File: config.mk
export PLATFORM = sky130hd
export DESIGN_NAME = force_moving_average_deadband_flat
export DESIGN_NICKNAME = d
export VERILOG_FILES = /design/src/design/fmad_pkg.sv /design/src/design/fmad_if.sv /design/src/design/fmad_cell.sv /design/src/design/fmad_div.sv /design/src/design/force_moving_average_deadband.sv /design/src/flat_wrapper.sv
export SDC_FILE = /design/constraint.sdc
export NUM_CORES = 1
export LEC_CHECK = 0
export ABC_AREA = 0
export BUFFER_PORTS_ARGS = -buffer_cell sky130_fd_sc_hd__clkbuf_2
export CAP_MARGIN = 20
export CORE_MARGIN = 5
export CORE_UTILIZATION = 46
export CTS_CLUSTER_DIAMETER = 30
export CTS_CLUSTER_SIZE = 40
export DETAILED_ROUTE_END_ITERATION = 10
export PLACE_DENSITY = 0.74
export SLEW_MARGIN = 20
export SYNTH_ARGS = -nofsm -noshare
export SYNTH_HDL_FRONTEND = slang
export SYNTH_SLANG_ARGS = --single-unit
File: constraint.sdc
create_clock -name clk -period 16.5 [get_ports clk]
set_input_delay 3.3 -clock clk [delete_from_list [all_inputs] [get_ports clk]]
set_output_delay 3.3 -clock clk [all_outputs]
set_load 0.01 [all_outputs]
File: src/design/fmad_pkg.sv
// ----------------------------------------------------------------------------
// fmad_pkg - shared types and constants
// Field widths, configuration register indexes, control states and the
// divider status record for the force moving-average deadband block.
// ----------------------------------------------------------------------------
package fmad_pkg;

  localparam int FORCE_W   = 16;  // Q8.8 force and velocity
  localparam int THRESH_W  = 15;
  localparam int GAIN_W    = 16;  // Q0.16
  localparam int CFG_IDX_W = 2;
  localparam int CFG_DAT_W = 16;

  localparam logic [THRESH_W-1:0] THRESH_RESET = THRESH_W'(512);
  localparam logic [GAIN_W-1:0]   GAIN_RESET   = GAIN_W'(1311);

  typedef enum logic [CFG_IDX_W-1:0] {
    CFG_RUN_ENABLE     = 2'd0,
    CFG_DEAD_THRESHOLD = 2'd1,
    CFG_GAIN           = 2'd2
  } cfg_index_t;

  typedef enum logic [2:0] {
    ST_IDLE,
    ST_LOAD,
    ST_DIV,
    ST_AVG,
    ST_PROD,
    ST_WB
  } ctrl_state_t;

  typedef struct packed {
    logic busy;
    logic done;
  } div_status_t;

endpackage

File: src/design/fmad_if.sv
// ----------------------------------------------------------------------------
// fmad channel interfaces
// Valid/ready channels for force samples, results and register writes.
// ----------------------------------------------------------------------------
interface fmad_in_if;
  import fmad_pkg::*;
  logic                      valid;
  logic                      ready;
  logic signed [FORCE_W-1:0] force_x;
  modport source (output valid, output force_x, input ready);
  modport sink   (input valid, input force_x, output ready);
endinterface

interface fmad_out_if;
  import fmad_pkg::*;
  logic                      valid;
  logic                      ready;
  logic signed [FORCE_W-1:0] velocity_x;
  logic signed [FORCE_W-1:0] average_force_x;
  modport source (output valid, output velocity_x, output average_force_x, input ready);
  modport sink   (input valid, input velocity_x, input average_force_x, output ready);
endinterface

interface fmad_cfg_if;
  import fmad_pkg::*;
  logic                 valid;
  logic                 ready;
  logic [CFG_IDX_W-1:0] index;
  logic [CFG_DAT_W-1:0] data;
  modport source (output valid, output index, output data, input ready);
  modport sink   (input valid, input index, input data, output ready);
endinterface

File: src/design/fmad_cell.sv
// ----------------------------------------------------------------------------
// fmad_cell - one window cell
// Holds one force sample and takes its neighbour's sample on each shift.
// ----------------------------------------------------------------------------
module fmad_cell (
  input  logic                               clk,
  input  logic                               shift,
  input  logic signed [fmad_pkg::FORCE_W-1:0] d,
  output logic signed [fmad_pkg::FORCE_W-1:0] q
);
  import fmad_pkg::*;

  logic signed [FORCE_W-1:0] sample_r;

  always_ff @(posedge clk) begin
    if (shift) begin
      sample_r <= d;
    end
  end

  assign q = sample_r;

endmodule

File: src/design/fmad_div.sv
// ----------------------------------------------------------------------------
// fmad_div - serial unsigned divider
// Restoring division, one quotient bit per cycle.
// ----------------------------------------------------------------------------
module fmad_div #(
  parameter int DIVIDEND_W = 21,
  parameter int DIVISOR_W  = 5
) (
  input  logic                       clk,
  input  logic                       rst_n,
  input  logic                       start,
  input  logic [DIVIDEND_W-1:0]      dividend,
  input  logic [DIVISOR_W-1:0]       divisor,
  output logic [DIVIDEND_W-1:0]      quotient,
  output fmad_pkg::div_status_t      status
);
  import fmad_pkg::*;

  localparam int CNT_W = $clog2(DIVIDEND_W + 1);

  logic [DIVISOR_W:0]    rem_r,  rem_nxt;
  logic [DIVIDEND_W-1:0] quo_r,  quo_nxt;
  logic [DIVISOR_W-1:0]  dsr_r;
  logic [CNT_W-1:0]      cnt_r,  cnt_nxt;
  logic                  busy_r, busy_nxt;
  logic                  done_r, done_nxt;
  logic [DIVISOR_W:0]    rem_shift;
  logic                  ge;

  // remainder stays below the divisor, so its top bit is free for the shift
  assign rem_shift = {rem_r[DIVISOR_W-1:0], quo_r[DIVIDEND_W-1]};
  assign ge        = rem_shift >= {1'b0, dsr_r};

  always_comb begin
    rem_nxt  = rem_r;
    quo_nxt  = quo_r;
    cnt_nxt  = cnt_r;
    busy_nxt = busy_r;
    done_nxt = 1'b0;
    if (start && !busy_r) begin
      rem_nxt  = '0;
      quo_nxt  = dividend;
      cnt_nxt  = CNT_W'(DIVIDEND_W);
      busy_nxt = 1'b1;
    end else if (busy_r) begin
      rem_nxt = ge ? (rem_shift - {1'b0, dsr_r}) : rem_shift;
      quo_nxt = {quo_r[DIVIDEND_W-2:0], ge};
      cnt_nxt = cnt_r - CNT_W'(1);
      if (cnt_r == CNT_W'(1)) begin
        busy_nxt = 1'b0;
        done_nxt = 1'b1;
      end
    end
  end

  always_ff @(posedge clk) begin
    if (!rst_n) begin
      busy_r <= 1'b0;
      done_r <= 1'b0;
      cnt_r  <= '0;
    end else begin
      busy_r <= busy_nxt;
      done_r <= done_nxt;
      cnt_r  <= cnt_nxt;
    end
  end

  always_ff @(posedge clk) begin
    rem_r <= rem_nxt;
    quo_r <= quo_nxt;
    if (start && !busy_r) begin
      dsr_r <= divisor;
    end
  end

  assign quotient    = quo_r;
  assign status.busy = busy_r;
  assign status.done = done_r;

endmodule

File: src/design/force_moving_average_deadband.sv
// ----------------------------------------------------------------------------
// force_moving_average_deadband - windowed force average with deadband
// Averages the last WINDOW force samples and turns the average into a
// velocity command, zero inside the deadband.
// ----------------------------------------------------------------------------
// Usage:
//   in_ch   : one signed Q8.8 force item per handshake (force_x).
//   out_ch  : one result item per enabled input item: velocity_x and
//             average_force_x, both signed Q8.8.
//   cfg_ch  : register writes, always ready. 0 run_enable, 1 dead_threshold,
//             2 gain; other indexes are dropped. Write only while idle.
// With run_enable low, input items are taken and dropped, state untouched.
// An item passes the states LOAD, DIV, AVG, PROD and WB after it is taken,
//   then reaches the output register; the serial divider, one quotient bit
//   a cycle over the SUM_W-bit running sum, is the long step. One item is in
//   work at a time, so the next is taken only back in IDLE.
// The output register holds the last result while the receiver stalls and
//   the next item may already be taken; it is written only once freed.
// Reset (rst_n low, synchronous) empties the window, clears the sum and
//   restores the register defaults. Window cells need no reset: a cell is
//   only read once the fill count says it holds a sample.
// ----------------------------------------------------------------------------
module force_moving_average_deadband #(
  parameter int WINDOW = 20
) (
  input logic       clk,
  input logic       rst_n,
  fmad_in_if.sink   in_ch,
  fmad_out_if.source out_ch,
  fmad_cfg_if.sink  cfg_ch
);
  import fmad_pkg::*;

  localparam int FILL_W = $clog2(WINDOW + 1);
  localparam int SUM_W  = FORCE_W + $clog2(WINDOW);

  // configuration registers
  logic                run_enable_r;
  logic [THRESH_W-1:0] dead_thr_r;
  logic [GAIN_W-1:0]   gain_r;

  // control
  ctrl_state_t state_r, state_nxt;
  logic        in_take;
  logic        shift;
  logic        div_start;
  logic        out_load;
  div_status_t div_stat;

  // window chain: cell 0 holds the newest sample, the last cell the oldest
  logic signed [FORCE_W-1:0] cell_q [WINDOW];

  logic signed [SUM_W-1:0] sum_r, sum_nxt;
  logic [FILL_W-1:0]       fill_r, fill_nxt;
  logic                    full;

  // divider side
  logic                    sum_neg;
  logic [SUM_W-1:0]        sum_mag;
  logic [SUM_W-1:0]        quo;
  logic                    neg_r;

  // average, deadband and product
  logic signed [FORCE_W-1:0] avg_w;
  logic signed [FORCE_W:0]   avg_abs;
  logic signed [FORCE_W-1:0] avg_r;
  logic                      beyond_r;
  logic signed [32:0]        prod_r;
  logic signed [16:0]        prod_hi;
  logic signed [17:0]        vel_neg;
  logic signed [FORCE_W-1:0] vel_w;

  logic                      out_valid_r;
  logic signed [FORCE_W-1:0] out_vel_r;
  logic signed [FORCE_W-1:0] out_avg_r;

  // ---------------------------------------------------------------- config
  assign cfg_ch.ready = 1'b1;

  always_ff @(posedge clk) begin
    if (!rst_n) begin
      run_enable_r <= 1'b0;
      dead_thr_r   <= THRESH_RESET;
      gain_r       <= GAIN_RESET;
    end else if (cfg_ch.valid) begin
      case (cfg_ch.index)
        CFG_RUN_ENABLE:     run_enable_r <= cfg_ch.data[0];
        CFG_DEAD_THRESHOLD: dead_thr_r   <= cfg_ch.data[THRESH_W-1:0];
        CFG_GAIN:           gain_r       <= cfg_ch.data[GAIN_W-1:0];
        default: begin
        end
      endcase
    end
  end

  // ------------------------------------------------------------ sequencer
  always_comb begin
    state_nxt = state_r;
    case (state_r)
      ST_IDLE: begin
        if (in_ch.valid && run_enable_r) state_nxt = ST_LOAD;
      end
      ST_LOAD: state_nxt = ST_DIV;
      ST_DIV: begin
        if (div_stat.done) state_nxt = ST_AVG;
      end
      ST_AVG:  state_nxt = ST_PROD;
      ST_PROD: state_nxt = ST_WB;
      ST_WB: begin
        if (!out_valid_r || out_ch.ready) state_nxt = ST_IDLE;
      end
      default: state_nxt = ST_IDLE;
    endcase
  end

  always_comb begin
    in_ch.ready = 1'b0;
    div_start   = 1'b0;
    out_load    = 1'b0;
    case (state_r)
      ST_IDLE: in_ch.ready = 1'b1;
      ST_LOAD: div_start   = 1'b1;
      ST_WB:   out_load    = !out_valid_r || out_ch.ready;
      default: begin
      end
    endcase
  end

  always_ff @(posedge clk) begin
    if (!rst_n) begin
      state_r <= ST_IDLE;
    end else begin
      state_r <= state_nxt;
    end
  end

  assign in_take = in_ch.valid && in_ch.ready;
  assign shift   = in_take && run_enable_r;

  // ---------------------------------------------------------- window chain
  for (genvar i = 0; i < WINDOW; i++) begin : g_cell
    if (i == 0) begin : g_head
      fmad_cell u_cell (.clk(clk), .shift(shift), .d(in_ch.force_x), .q(cell_q[i]));
    end else begin : g_link
      fmad_cell u_cell (.clk(clk), .shift(shift), .d(cell_q[i-1]), .q(cell_q[i]));
    end
  end

  assign full = fill_r == FILL_W'(WINDOW);

  // once full, the oldest sample drops off the end of the chain
  always_comb begin
    sum_nxt  = sum_r;
    fill_nxt = fill_r;
    if (shift) begin
      sum_nxt = sum_r + SUM_W'(in_ch.force_x)
              - (full ? SUM_W'(cell_q[WINDOW-1]) : SUM_W'(0));
      if (!full) fill_nxt = fill_r + FILL_W'(1);
    end
  end

  always_ff @(posedge clk) begin
    if (!rst_n) begin
      sum_r  <= '0;
      fill_r <= '0;
    end else begin
      sum_r  <= sum_nxt;
      fill_r <= fill_nxt;
    end
  end

  // --------------------------------------------------------------- divide
  // divide magnitudes, restore the sign afterwards (truncation toward zero)
  assign sum_neg = sum_r[SUM_W-1];
  assign sum_mag = sum_neg ? SUM_W'(-sum_r) : SUM_W'(sum_r);

  always_ff @(posedge clk) begin
    if (div_start) neg_r <= sum_neg;
  end

  fmad_div #(
    .DIVIDEND_W (SUM_W),
    .DIVISOR_W  (FILL_W)
  ) u_div (
    .clk      (clk),
    .rst_n    (rst_n),
    .start    (div_start),
    .dividend (sum_mag),
    .divisor  (fill_r),
    .quotient (quo),
    .status   (div_stat)
  );

  // |avg| <= 32768, so the low bits carry it; -32768 wraps onto itself
  assign avg_w   = neg_r ? -$signed(quo[FORCE_W-1:0]) : $signed(quo[FORCE_W-1:0]);
  assign avg_abs = avg_w[FORCE_W-1] ? -{avg_w[FORCE_W-1], avg_w}
                                    : {avg_w[FORCE_W-1], avg_w};

  always_ff @(posedge clk) begin
    if (state_r == ST_AVG) begin
      avg_r    <= avg_w;
      beyond_r <= avg_abs > $signed({2'b00, dead_thr_r});
    end
    if (state_r == ST_PROD) begin
      prod_r <= $signed({1'b0, gain_r}) * avg_r;
    end
  end

  // floor shift by 16, negate, saturate; zero inside the deadband
  assign prod_hi = prod_r[32:16];
  assign vel_neg = -{prod_hi[16], prod_hi};

  always_comb begin
    if (!beyond_r) begin
      vel_w = '0;
    end else if (vel_neg > 18'sd32767) begin
      vel_w = 16'sh7FFF;
    end else if (vel_neg < -18'sd32768) begin
      vel_w = 16'sh8000;
    end else begin
      vel_w = vel_neg[FORCE_W-1:0];
    end
  end

  // -------------------------------------------------------- output register
  always_ff @(posedge clk) begin
    if (!rst_n) begin
      out_valid_r <= 1'b0;
    end else if (out_load) begin
      out_valid_r <= 1'b1;
    end else if (out_ch.ready) begin
      out_valid_r <= 1'b0;
    end
  end

  always_ff @(posedge clk) begin
    if (out_load) begin
      out_vel_r <= vel_w;
      out_avg_r <= avg_r;
    end
  end

  assign out_ch.valid           = out_valid_r;
  assign out_ch.velocity_x      = out_vel_r;
  assign out_ch.average_force_x = out_avg_r;

  // ------------------------------------------------------------ assertions
  a_fill_bound: assert property (@(posedge clk) disable iff (!rst_n)
    fill_r <= FILL_W'(WINDOW))
    else $error("fill count beyond window");

  a_fill_moves_on_take: assert property (@(posedge clk) disable iff (!rst_n)
    (fill_r != $past(fill_r)) |-> $past(in_take && run_enable_r))
    else $error("fill count moved without an enabled item");

  a_result_from_wb: assert property (@(posedge clk) disable iff (!rst_n)
    $rose(out_valid_r) |-> $past(state_r == ST_WB))
    else $error("result raised outside write-back");

  a_div_only_in_div: assert property (@(posedge clk) disable iff (!rst_n)
    div_stat.done |-> (state_r == ST_DIV))
    else $error("divider finished outside divide state");

endmodule
File: src/flat_wrapper.sv
// flat-port wrapper written by rule: the top's interface ports become plain ports
module force_moving_average_deadband_flat import fmad_pkg::*;
#(
  parameter int WINDOW = 20
)
  (clk, rst_n, in_ch_valid, in_ch_force_x, in_ch_ready, out_ch_valid, out_ch_velocity_x, out_ch_average_force_x, out_ch_ready, cfg_ch_valid, cfg_ch_index, cfg_ch_data, cfg_ch_ready);
  fmad_in_if in_ch_i ();
  fmad_out_if out_ch_i ();
  fmad_cfg_if cfg_ch_i ();
  input logic clk;
  input logic rst_n;
  input wire logic [$bits(in_ch_i.valid)-1:0] in_ch_valid;
  input wire logic [$bits(in_ch_i.force_x)-1:0] in_ch_force_x;
  output wire logic [$bits(in_ch_i.ready)-1:0] in_ch_ready;
  output wire logic [$bits(out_ch_i.valid)-1:0] out_ch_valid;
  output wire logic [$bits(out_ch_i.velocity_x)-1:0] out_ch_velocity_x;
  output wire logic [$bits(out_ch_i.average_force_x)-1:0] out_ch_average_force_x;
  input wire logic [$bits(out_ch_i.ready)-1:0] out_ch_ready;
  input wire logic [$bits(cfg_ch_i.valid)-1:0] cfg_ch_valid;
  input wire logic [$bits(cfg_ch_i.index)-1:0] cfg_ch_index;
  input wire logic [$bits(cfg_ch_i.data)-1:0] cfg_ch_data;
  output wire logic [$bits(cfg_ch_i.ready)-1:0] cfg_ch_ready;
  assign in_ch_i.valid = in_ch_valid;
  assign in_ch_i.force_x = in_ch_force_x;
  assign in_ch_ready = in_ch_i.ready;
  assign out_ch_valid = out_ch_i.valid;
  assign out_ch_velocity_x = out_ch_i.velocity_x;
  assign out_ch_average_force_x = out_ch_i.average_force_x;
  assign out_ch_i.ready = out_ch_ready;
  assign cfg_ch_i.valid = cfg_ch_valid;
  assign cfg_ch_i.index = cfg_ch_index;
  assign cfg_ch_i.data = cfg_ch_data;
  assign cfg_ch_ready = cfg_ch_i.ready;
  force_moving_average_deadband #(.WINDOW(WINDOW)) u_core (.clk(clk), .rst_n(rst_n), .in_ch(in_ch_i), .out_ch(out_ch_i), .cfg_ch(cfg_ch_i));
endmodule
### Yosys cells after proc, flatten, opt, wreduce, memory -nomap -nowiden

Index checks and enable logic that the tools add are counted.

* register bits: 503
* output and inout bits: 35
* logic and storage cells: 114

* add/subtract/negate cells: 9
* multipliers: 1
* order comparisons: 4
* equality and inequality tests: 12
* mux-type cells: 24
* bitwise logic cells: 4
* reduce and logical (&&, ||, !) cells: 19

Operators with widths (number)
* 2-to-1 mux 21 bit: 4
* multiplier 17 x 16 -> 33 bit: 1
* 2-to-1 mux 16 bit: 2
* adder 21 x 16 -> 21 bit: 1
* negator 21 bit: 1
* subtractor 21 bit: 1
* > comparator 18 x 16 -> 1 bit (second input constant): 1
* < comparator 18 x 16 -> 1 bit (second input constant): 1
* negator 18 bit: 1
* case mux 3 bit (6 select lines): 1
* > comparator 17 x 16 -> 1 bit: 1
* 2-to-1 mux 17 bit: 1
* negator 17 bit: 1
* negator 16 bit: 1
* 2-to-1 mux 15 bit: 1
* 2-to-1 mux 5 bit: 3
* 2-to-1 mux 1 bit: 9
* 2-to-1 mux 3 bit: 3
* AND reduction 2 bit: 4
* == test 3 x 2 -> 1 bit (second input constant): 2
* == test 3 bit (second input constant): 2
* greater-or-equal comparator 6 x 5 -> 1 bit: 1
* adder 5 x 1 -> 5 bit (second input constant): 1
* == test 5 x 1 -> 1 bit (second input constant): 1
* 18 further kinds: 28

### Logic depth before layout (Yosys ltp)

Gate-level depths: netlist of run 1.

* depth in word-level cells: 5
* depth in mapped cells: 24
* depth with buffers taken out: 23

### Cells and area by module

Synthesis of run 1 repeated with hierarchy kept, for this count alone.

* cells, all modules: 2300
* area, all modules: 27909.3 sq um

By module, submodules not included
* force_moving_average_deadband: instances 1, cells an instance 1837, area each 16470.8 sq um, sequential area each 3253.1 sq um
* fmad_cell: instances 20, cells an instance 16, area each 480.5 sq um, sequential area each 480.5 sq um
* fmad_div: instances 1, cells an instance 143, area each 1829.3 sq um, sequential area each 1021.0 sq um

### Worst setup path after synthesis of run 1

No wires, ideal clock.

* path type: input -> register
* start: input in_ch_valid
* end: register u_core.g_cell[0].g_head.u_cell.sample_r[0], enable pin
* library setup time: 0.808 ns
* data arrival time: 12.594 ns
* path slack: 3.097 ns
* stages: 5
* buffers on the path: 1
* path through: nand2_1 nor2_1 nand2_1 clkinv_1 clkbuf_1

* word-level cells in the longest chain between the ends: 2

Ends and longest elaborated chain
* start, declared: line flat_wrapper.sv:12 `input wire logic [$bits(in_ch_i.valid)-1:0] in_ch_valid;`
* logical AND 1 bit: line force_moving_average_deadband.sv:137 `assign in_take = in_ch.valid && in_ch.ready;`
* logical AND 1 bit: line force_moving_average_deadband.sv:138 `assign shift = in_take && run_enable_r;`
* via u_core.g_cell[0].g_head.u_cell.shift: line fmad_cell.sv:7 `input logic shift,`
* end signal, assigned: line fmad_cell.sv:17 `sample_r <= d;`
* end, declared: line fmad_cell.sv:13 `logic signed [FORCE_W-1:0] sample_r;`

The timed path passes the listed nets, and every way through them passes these cells.
A chain may end at the register's enable or synchronous reset.

### Worst setup path after layout of run 1

* start: register u_core.avg_r[15]
* end: register u_core.prod_r[32] (data pin)

* word-level cells in the longest chain between the ends: 1

Ends and longest elaborated chain
* start, declared: line force_moving_average_deadband.sv:66 `logic signed [FORCE_W-1:0] avg_r;`
* start signal, assigned: line force_moving_average_deadband.sv:201 `avg_r <= avg_w;`
* multiplier 17 x 16 -> 33 bit: line force_moving_average_deadband.sv:205 `prod_r <= $signed({1'b0, gain_r}) * avg_r;`
* end signal, assigned: line force_moving_average_deadband.sv:205
* end, declared: line force_moving_average_deadband.sv:68 `logic signed [32:0] prod_r;`

No other way between the ends.

==> results of run 1 <==
-- kinds of logic after synthesis --
kind of cell / synth area share, %
AND/OR/NAND/NOR: 11.1
flip-flops: 51.0
buffers and inverters: 5.97
adder cells (fa/ha/maj): 23.4
AO/OA/AOI/OAI: 5.27
XOR/XNOR: 2.99
multiplexers: 0.225
other: 0.0138
-- sequential cells by signal, summed over array words and instances (netlist names), 15 cells and up --
| register | cells |
|---|---|
| u_core.g_cell.g_link.u_cell.q | 304 |
| u_core.sum_r | 21 |
| u_core.u_div.quotient | 21 |
| u_core.prod_r | 17 |
| u_core.avg_r | 16 |
| u_core.g_cell.g_head.u_cell.q | 16 |
| u_core.gain_r | 16 |
| u_core.out_ch.average_force_x | 16 |
| u_core.out_ch.velocity_x | 16 |
| u_core.dead_thr_r | 15 |
-- critical path: stages (launching register included) --
cell,delay [ps]
edfxtp_1,540
inv_1,360
nor2_1,110
fa_1,540
fa_1,540
fa_1,520
fa_1,530
fa_1,540
inv_1,50
fa_1,520
inv_1,50
ha_1,340
a21o_1,210
a21o_1,190
a32oi_1,200
o211ai_1,220
a31o_2,320
a41o_1,280
o41a_1,360
a21o_1,220
a21oi_1,180
xnor2_1,90
-- per-layer routing --
layer  wire length, um  global-route usage [%]  vias to the layer above
met2             26500                    28.6                      391
met5                 0                       0                        -
met3              2620                    3.34                      105
met4              1610                    6.74                        0
li1                  -                       -                     7672
met1             21900                    20.9                     8102
-- cell type report --
cell class / instances / area, um^2 / share of cell area, %
diodes: 1 / 2.50 / 0.00796
flip-flops and latches: 487 / 13900 / 44.2
clock buffers: 97 / 2210 / 7.04
inverters: 362 / 1370 / 4.35
clock inverters: 60 / 805 / 2.56
well taps: 773 / 967 / 3.08
multi-input cells: 1337 / 11800 / 37.4
repair buffers: 82 / 452 / 1.44
-- power by group --
part	switching [mW]	internal [mW]	total (mW)
logic	0.367	0.260	0.627
clock network	0.640	1.14	1.78
registers	0.0162	1.36	1.38
total	1.02	2.77	3.79
-- through the flow --
step / total power, mW / hold WS [ps] / area, um^2
final: 3.79 / 405 / 31400
after global routing: 4.01 / 404 / 31400
after CTS: 3.84 / 403 / 31400
after detailed placement: 2.03 / 405 / 28400
after global placement: 2.00 / 403 / 28400
after floorplan: 1.87 / 400 / 27200
-- placed cells by master (no fill, tap or decap), types with 11 or more instances in the layout --
| cell type | synthesis | final |
|---|---|---|
| xor2_1 | 30 | 30 |
| inv_6 | 0 | 13 |
| clkbuf_16 | 0 | 85 |
| dfxtp_1 | 74 | 74 |
| a21oi_1 | 67 | 67 |
| nand3_1 | 26 | 26 |
| fa_1 | 214 | 214 |
| o21ai_0 | 80 | 80 |
| o31ai_1 | 12 | 11 |
| a21o_1 | 12 | 12 |
| inv_1 | 360 | 360 |
| edfxtp_1 | 413 | 413 |
| and2_1 | 137 | 137 |
| ha_1 | 168 | 168 |
| nand2_1 | 280 | 280 |
| nor3_1 | 22 | 22 |
| nor2_1 | 71 | 71 |
| xnor2_1 | 61 | 61 |
| clkbuf_2 | 0 | 72 |
| nand2b_1 | 19 | 19 |
-- worst paths after layout --
| kind | endpoint |
|---|---|
| setup / recovery | u_core.prod_r[32]$_DFFE_PN_ |
| hold / removal | u_core.g_cell[16].g_link.u_cell.q[6]$_DFFE_PP_ |
| setup reg to reg | u_core.prod_r[32]$_DFFE_PN_ |
| hold reg to reg | u_core.g_cell[16].g_link.u_cell.q[6]$_DFFE_PP_ |
==> metrics.log, run 1 <==
INFO  metric status = complete, no violations
INFO  metric number_of_synthesized_flops_with_an_enable_pin = 413
INFO  metric drive_above_1_share = 10.4%
INFO  metric synth.yosys.seq_area_share = 51.0%
INFO  metric cts_max_path_buffers = 3
INFO  metric num-nets-final = 2776
INFO  metric postSynthRegisterBits = 487
INFO  metric final_critical_path_setup_slack = 9300 ps
INFO  metric grt_start_max_net_pins = 161
INFO  metric worst-endpoint-arrival = 7500 ps
INFO  metric cp.required = 16810 ps
INFO  metric floorplan.rows = 89
INFO  metric worstSetupPathType = flip-flop to flip-flop
INFO  metric die_height = 253 um
INFO  metric grt_setup_unrepaired = false
INFO  metric synthesis.nets = 2677
INFO  metric synthesis.area_per_instance = 12.1 um^2
INFO  metric cellPowerDensity = 121 nW/um^2
INFO  metric grt_antenna_before_repair = 1
INFO  metric h-tree-depth = 3
INFO  metric timing.final.setup_violations = 0
INFO  metric synth_ff_type = edfxtp_1
INFO  metric maxSlewHeadroom = 28.7%
INFO  metric port_buffers = 72
INFO  metric cts.sinks = 487
INFO  metric hold_class = flip-flop to flip-flop
INFO  metric place.gp.congestion = 0.905
INFO  metric drv_slew = 0
INFO  metric r2r.worst_path.cells = 21
INFO  metric vdd_ir_drop_max = 0.118 mV
INFO  metric synthDistinctLibCells = 71
INFO  metric synthCells = 2256
INFO  metric total_wire_length_after_detailed_routing = 52.5 mm
INFO  metric die_wd = 253 um
INFO  metric cts.root.buffer_cell = clkbuf_16
INFO  metric maxCapViolCount = 0
INFO  metric drt-vias-per-instance = 5.09
INFO  metric regToRegStartpoint = u_core.avg_r[15]$_DFFE_PN_
INFO  metric timing_hold_violations_final = 0
INFO  metric cts_tree = done
INFO  metric number_of_global_route_vias_before_repair = 17200
INFO  metric layout_utilization = 53.5%
INFO  metric ys_top_cells_by_area = edfxtp_1 46%, fa_1 16%, ha_1 7.7%
INFO  metric initial_core_util = 46.3%
INFO  metric synth_async_sr_flop_share = 0%
INFO  metric holdBufCountCts = 0
INFO  metric timing.critical_path.from = u_core.avg_r[15]$_DFFE_PN_
INFO  metric die-area = 64200 um^2
INFO  metric overflow = 0
INFO  metric total_clock_buffers_created_by_cts = 85
INFO  metric postCtsSetupBuffers = 0
INFO  metric clk_latency = 610 ps
INFO  metric fillers = 4764
INFO  metric coreArea = 58800 um^2
INFO  metric fmax = 139 MHz
INFO  metric capturing_element_type_of_the_critical_path = flip-flop
INFO  metric reg2reg_setup_slack = 9300 ps
INFO  metric remaining_drc_errors = 0
INFO  metric period_share = 43.6%
INFO  metric post_cts_resized = 0
INFO  metric period_minus_slack = 7200 ps
INFO  metric grt_pass1_wl = 87.2 mm
INFO  metric post-dp-hpwl = 36.9 mm
INFO  metric first_pass_drt_iterations = 7
INFO  metric synth.top_cell.area_share = 45.5%
INFO  metric clkSlewWorstSetupHoldPaths = 60 ps
INFO  metric post-synth-top-count-cell = edfxtp_1
INFO  metric pre_cts_slack = 9310 ps
INFO  metric netlist_area = 27200 um^2
INFO  metric fin_worst_skew = 49.9 ps
INFO  metric flow.area_growth_from_synthesis = 15.4%
INFO  metric routed-via-count = 16300
INFO  metric synth.yosys.warnings = 0
INFO  metric post_detailed_route_count_of_antenna_violating_nets = 0
INFO  metric fin_setup_tns = 0 ps
INFO  metric worstSetupStartpointType = flip-flop
INFO  metric leak = 12.9 nW
INFO  metric wl_per_cell = 16.4 um
INFO  metric count_of_placed_standard_cells_including_taps = 3040
INFO  metric critical_path.max_fanout = 11
INFO  metric layoutNonFillerInstCount = 3199
INFO  metric tightest_slew = 1070 ps
INFO  metric synth.top_cells.by_count = 413 x edfxtp_1, 360 x inv_1, 280 x nand2_1, 214 x fa_1, 168 x ha_1
INFO  metric timing.hold.worst_path_depth = 0
INFO  metric io_pins = 74
INFO  metric gr-usage-all-layers = 16.7%
INFO  metric synth_largest_area_cell = edfxtp_1
INFO  metric drt-initial-drc-count = 1066
INFO  metric holdCritStartpoint = u_core.g_cell[15].g_link.u_cell.q[6]$_DFFE_PP_
No activity file was read; power rests on OpenSTA's default activity.
==> run 2, diff against run 1 <==
Settings changed: ABC_AREA 0 to 1.
Clock period 16.5 ns to 6.9 ns, I/O delays scaled along.
==> run 2 against run 1 <==
Cell area increased by 6.0%. Worst hold slack got worse by 0.62 ps. Routed wire length up 15%. Area after synthesis increased by 6.7%. Critical path type unchanged.
==> metrics.log, run 2 <==
INFO  metric wl_per_cell = 15.6 um (was 16.4 um)
INFO  metric remaining_drc_errors = 0 (unchanged)
INFO  metric total_clock_buffers_created_by_cts = 84 (was 85)
INFO  metric postCtsSetupBuffers = 0 (unchanged)
INFO  metric cts_tree = done (unchanged)
INFO  metric clk_latency = 630 ps (was 610 ps)
INFO  metric drt-initial-drc-count = 1289 (was 1066)
INFO  metric hold_class = flip-flop to flip-flop (unchanged)
INFO  metric cts.sinks = 487 (unchanged)
INFO  metric cp.required = 7250 ps (was 16810 ps)
INFO  metric synth.top_cell.area_share = 42.6% (was 45.5%)
INFO  metric timing_hold_violations_final = 0 (unchanged)
INFO  metric critical_path.max_fanout = 17 (was 11)
INFO  metric clkSlewWorstSetupHoldPaths = 60 ps (about the same)
INFO  metric synth_async_sr_flop_share = 0% (unchanged)
INFO  metric drv_slew = 0 (unchanged)
INFO  metric grt_start_max_net_pins = 158 (was 161)
INFO  metric layout_commonest_cell = inv_1 (was edfxtp_1)
INFO  metric synth_ff_type = edfxtp_1 (unchanged)
INFO  metric die_height = 261 um (was 253 um)
INFO  metric synthCells = 2892 (was 2256)
INFO  metric grt_setup_unrepaired = false (unchanged)
INFO  metric drive_above_1_share = 9.10% (was 10.4%)
INFO  metric gr-usage-all-layers = 18.0% (was 16.7%)
INFO  metric number_of_synthesized_flops_with_an_enable_pin = 413 (unchanged)
INFO  metric first_pass_drt_iterations = 6 (was 7)
INFO  metric post-dp-hpwl = 43.1 mm (was 36.9 mm)
INFO  metric place.gp.congestion = 0.931 (was 0.905)
INFO  metric worst-endpoint-arrival = 6430 ps (was 7500 ps)
INFO  metric post-synth-top-count-cell = inv_1 (was edfxtp_1)
INFO  metric layout.cells.most_common_list = 629 x inv_1, 584 x nand2_1, 413 x edfxtp_1 (was 413 x edfxtp_1, 360 x inv_1, 280 x nand2_1)
INFO  metric synth.yosys.seq_area_share = 47.7% (was 51.0%)
INFO  metric status = complete, no violations (unchanged)
INFO  metric period_share = 88.1% (was 43.6%)
INFO  metric finish.instance_area = 33300 um^2 (was 31400 um^2)
INFO  metric leak = 15.4 nW (was 12.9 nW)
INFO  metric fin_setup_tns = 0 ps (unchanged)
INFO  metric maxCapViolCount = 0 (unchanged)
INFO  metric number_of_global_route_vias_before_repair = 19600 (was 17200)
INFO  metric die_wd = 261 um (was 253 um)
INFO  metric coreArea = 62900 um^2 (was 58800 um^2)
INFO  metric multiInputGateArea = 12400 um^2 (was 11800 um^2)
INFO  metric tightest_slew = 971 ps (was 1070 ps)
INFO  metric post_cts_resized = 0 (unchanged)
INFO  metric worstSetupStartpointType = flip-flop (unchanged)
INFO  metric drt-vias-per-instance = 4.91 (was 5.09)
INFO  metric capturing_element_type_of_the_critical_path = flip-flop (unchanged)
INFO  metric fillers = 5354 (was 4764)
INFO  metric maxSlewHeadroom = 35.1% (was 28.7%)
INFO  metric vdd_ir_drop_max = 0.318 mV (was 0.118 mV)
INFO  metric cellPowerDensity = 349 nW/um^2 (was 121 nW/um^2)
INFO  metric port_buffers = 72 (unchanged)
INFO  metric die-area = 68300 um^2 (was 64200 um^2)
INFO  metric routed-via-count = 19100 (was 16300)
INFO  metric worstSetupPathType = flip-flop to flip-flop (unchanged)
INFO  metric synthDistinctLibCells = 51 (was 71)
INFO  metric num-nets-final = 3395 (was 2776)
INFO  metric grt_pass1_wl = 98.7 mm (was 87.2 mm)
INFO  metric overflow = 0 (unchanged)
INFO  metric flow.area_growth_from_synthesis = 14.6% (was 15.4%)
INFO  metric h-tree-depth = 3 (unchanged)
INFO  metric synth.top_cells.by_count = 629 x inv_1, 584 x nand2_1, 413 x edfxtp_1, 214 x fa_1, 168 x ha_1 (was 413 x edfxtp_1, 360 x inv_1, 280 x nand2_1, 214 x fa_1, 168 x ha_1)
INFO  metric period_minus_slack = 6080 ps (was 7200 ps)
INFO  metric final-seq-area = 13900 um^2 (unchanged)
INFO  metric holdBufCountCts = 0 (unchanged)
INFO  metric synth_largest_area_cell = edfxtp_1 (unchanged)
INFO  metric cts.root.buffer_cell = clkbuf_16 (unchanged)
INFO  metric ys_top_cells_by_area = edfxtp_1 43%, fa_1 15%, inv_1 8.1% (was edfxtp_1 46%, fa_1 16%, ha_1 7.7%)
INFO  metric post_detailed_route_count_of_antenna_violating_nets = 0 (unchanged)
INFO  metric placed_cell_area = 30300 um^2 (was 28400 um^2)
INFO  metric io_pins = 74 (unchanged)
INFO  metric fmax = 165 MHz (was 139 MHz)
INFO  metric synth.yosys.warnings = 0 (unchanged)
INFO  metric postSynthRegisterBits = 487 (unchanged)
INFO  metric total_wire_length_after_detailed_routing = 60.5 mm (was 52.5 mm)
INFO  metric synthesis.nets = 3313 (was 2677)
INFO  metric cts_max_path_buffers = 3 (unchanged)
INFO  metric largest_register_ff_count = 304 (unchanged)
INFO  metric netlist_area = 29100 um^2 (was 27200 um^2)
INFO  metric initial_core_util = 46.3% (about the same)
INFO  metric grt_antenna_before_repair = 1 (unchanged)
INFO  metric floorplan.rows = 92 (was 89)
INFO  metric synthesis.area_per_instance = 10.1 um^2 (was 12.1 um^2)
INFO  metric fin_worst_skew = 49.3 ps (was 49.9 ps)
INFO  metric timing.final.setup_violations = 0 (unchanged)
==> run 2: cell count changes after synthesis, moves of 10 or more <==
| cell | change |
|---|---|
| nand2_1 | +304 |
| inv_1 | +269 |
| and2_1 | -137 |
| nor2_1 | +93 |
| nand3_1 | +90 |
| a21oi_1 | +49 |
| xnor2_1 | -47 |
| o21ai_0 | +20 |
| nand2b_1 | -19 |
| xor2_1 | +15 |
| clkbuf_1 | +14 |
| nor2b_1 | -10 |
| o31ai_1 | -10 |
==> run 2: report_power, final <==
| group | total, mW | leakage, nW | switching (mW) | internal [mW] |
|---|---|---|---|---|
| clock | 4.28 | 1.43 | 1.56 | 2.72 |
| sequential | 3.60 | 4.35 | 0.134 | 3.46 |
| combinational | 3.76 | 9.66 | 2.43 | 1.34 |
==> run 2: cells by family after synthesis <==
| logic type | Yosys count | synth area share [%] |
|---|---|---|
| and+or+nand+nor | 953 | 13.7 |
| buffers and inverters | 733 | 9.57 |
| DFF | 487 | 47.7 |
| adders and majority gates | 382 | 22.0 |
| AOI/OAI and AO/OA | 277 | 5.24 |
| xor gates and xnor gates | 59 | 1.78 |
| other | 1 | 0.0129 |
==> run 2: cell type report <==
type | count | share of cell area (%)
clock buffers | 93 | 6.54
repair buffers | 89 | 1.52
inverters | 640 | 7.21
well taps | 846 | 3.18
flip-flops and latches | 487 | 41.7
diodes | 1 | 0.00751
multi-input cells | 1672 | 37.3
clock inverters | 62 | 2.54
==> run 2: metrics by stage <==
stage	instances	hold WS (ps)	setup slack [ps]	total power, mW	util (%)
floorplan	2892	400	439	6.47	-
global placement	3733	402	796	7.38	48.2
detailed placement	3733	405	885	7.39	48.2
CTS	3888	406	820	11.8	53.0
global route	3889	401	526	12.5	53.0
finish	3890	404	821	11.6	53.0
==> run 2: worst paths after layout <==
path | slack [ps] | cells past startpoint | endpoint | startpoint
hold reg to reg | 400 | 0 | u_core.g_cell[7].g_link.u_cell.q[4]$_DFFE_PP_ | u_core.g_cell[6].g_link.u_cell.q[4]$_DFFE_PP_
hold / removal | 400 | 0 | u_core.g_cell[7].g_link.u_cell.q[4]$_DFFE_PP_ | u_core.g_cell[6].g_link.u_cell.q[4]$_DFFE_PP_
setup reg to reg | 820 | 21 | u_core.prod_r[30]$_DFFE_PN_ | u_core.avg_r[6]$_DFFE_PN_
setup / recovery | 820 | 21 | u_core.prod_r[30]$_DFFE_PN_ | u_core.avg_r[6]$_DFFE_PN_
==> run 2: layer usage <==
| metal | global-route usage, % | routed length, um |
|---|---|---|
| met1 | 23.8 | 26200 |
| met2 | 29.6 | 28700 |
| met3 | 3.48 | 3680 |
| met4 | 6.86 | 1970 |
| met5 | 0 | 0 |
==> run 2: worst max-delay path, cell delays in order, from the launching register on <==
cell and delay (ps):
edfxtp_1 740, nand2_1 240, inv_1 80, fa_1 550, inv_1 60, fa_1 530
inv_1 60, fa_1 520, fa_1 440, fa_1 550, inv_1 50, fa_1 530
inv_1 40, ha_1 360, nand2_1 190, nor2_1 270, inv_1 80, nor2_1 140
and3_1 170, nand2_1 70, nand3_1 70, nand2_1 60
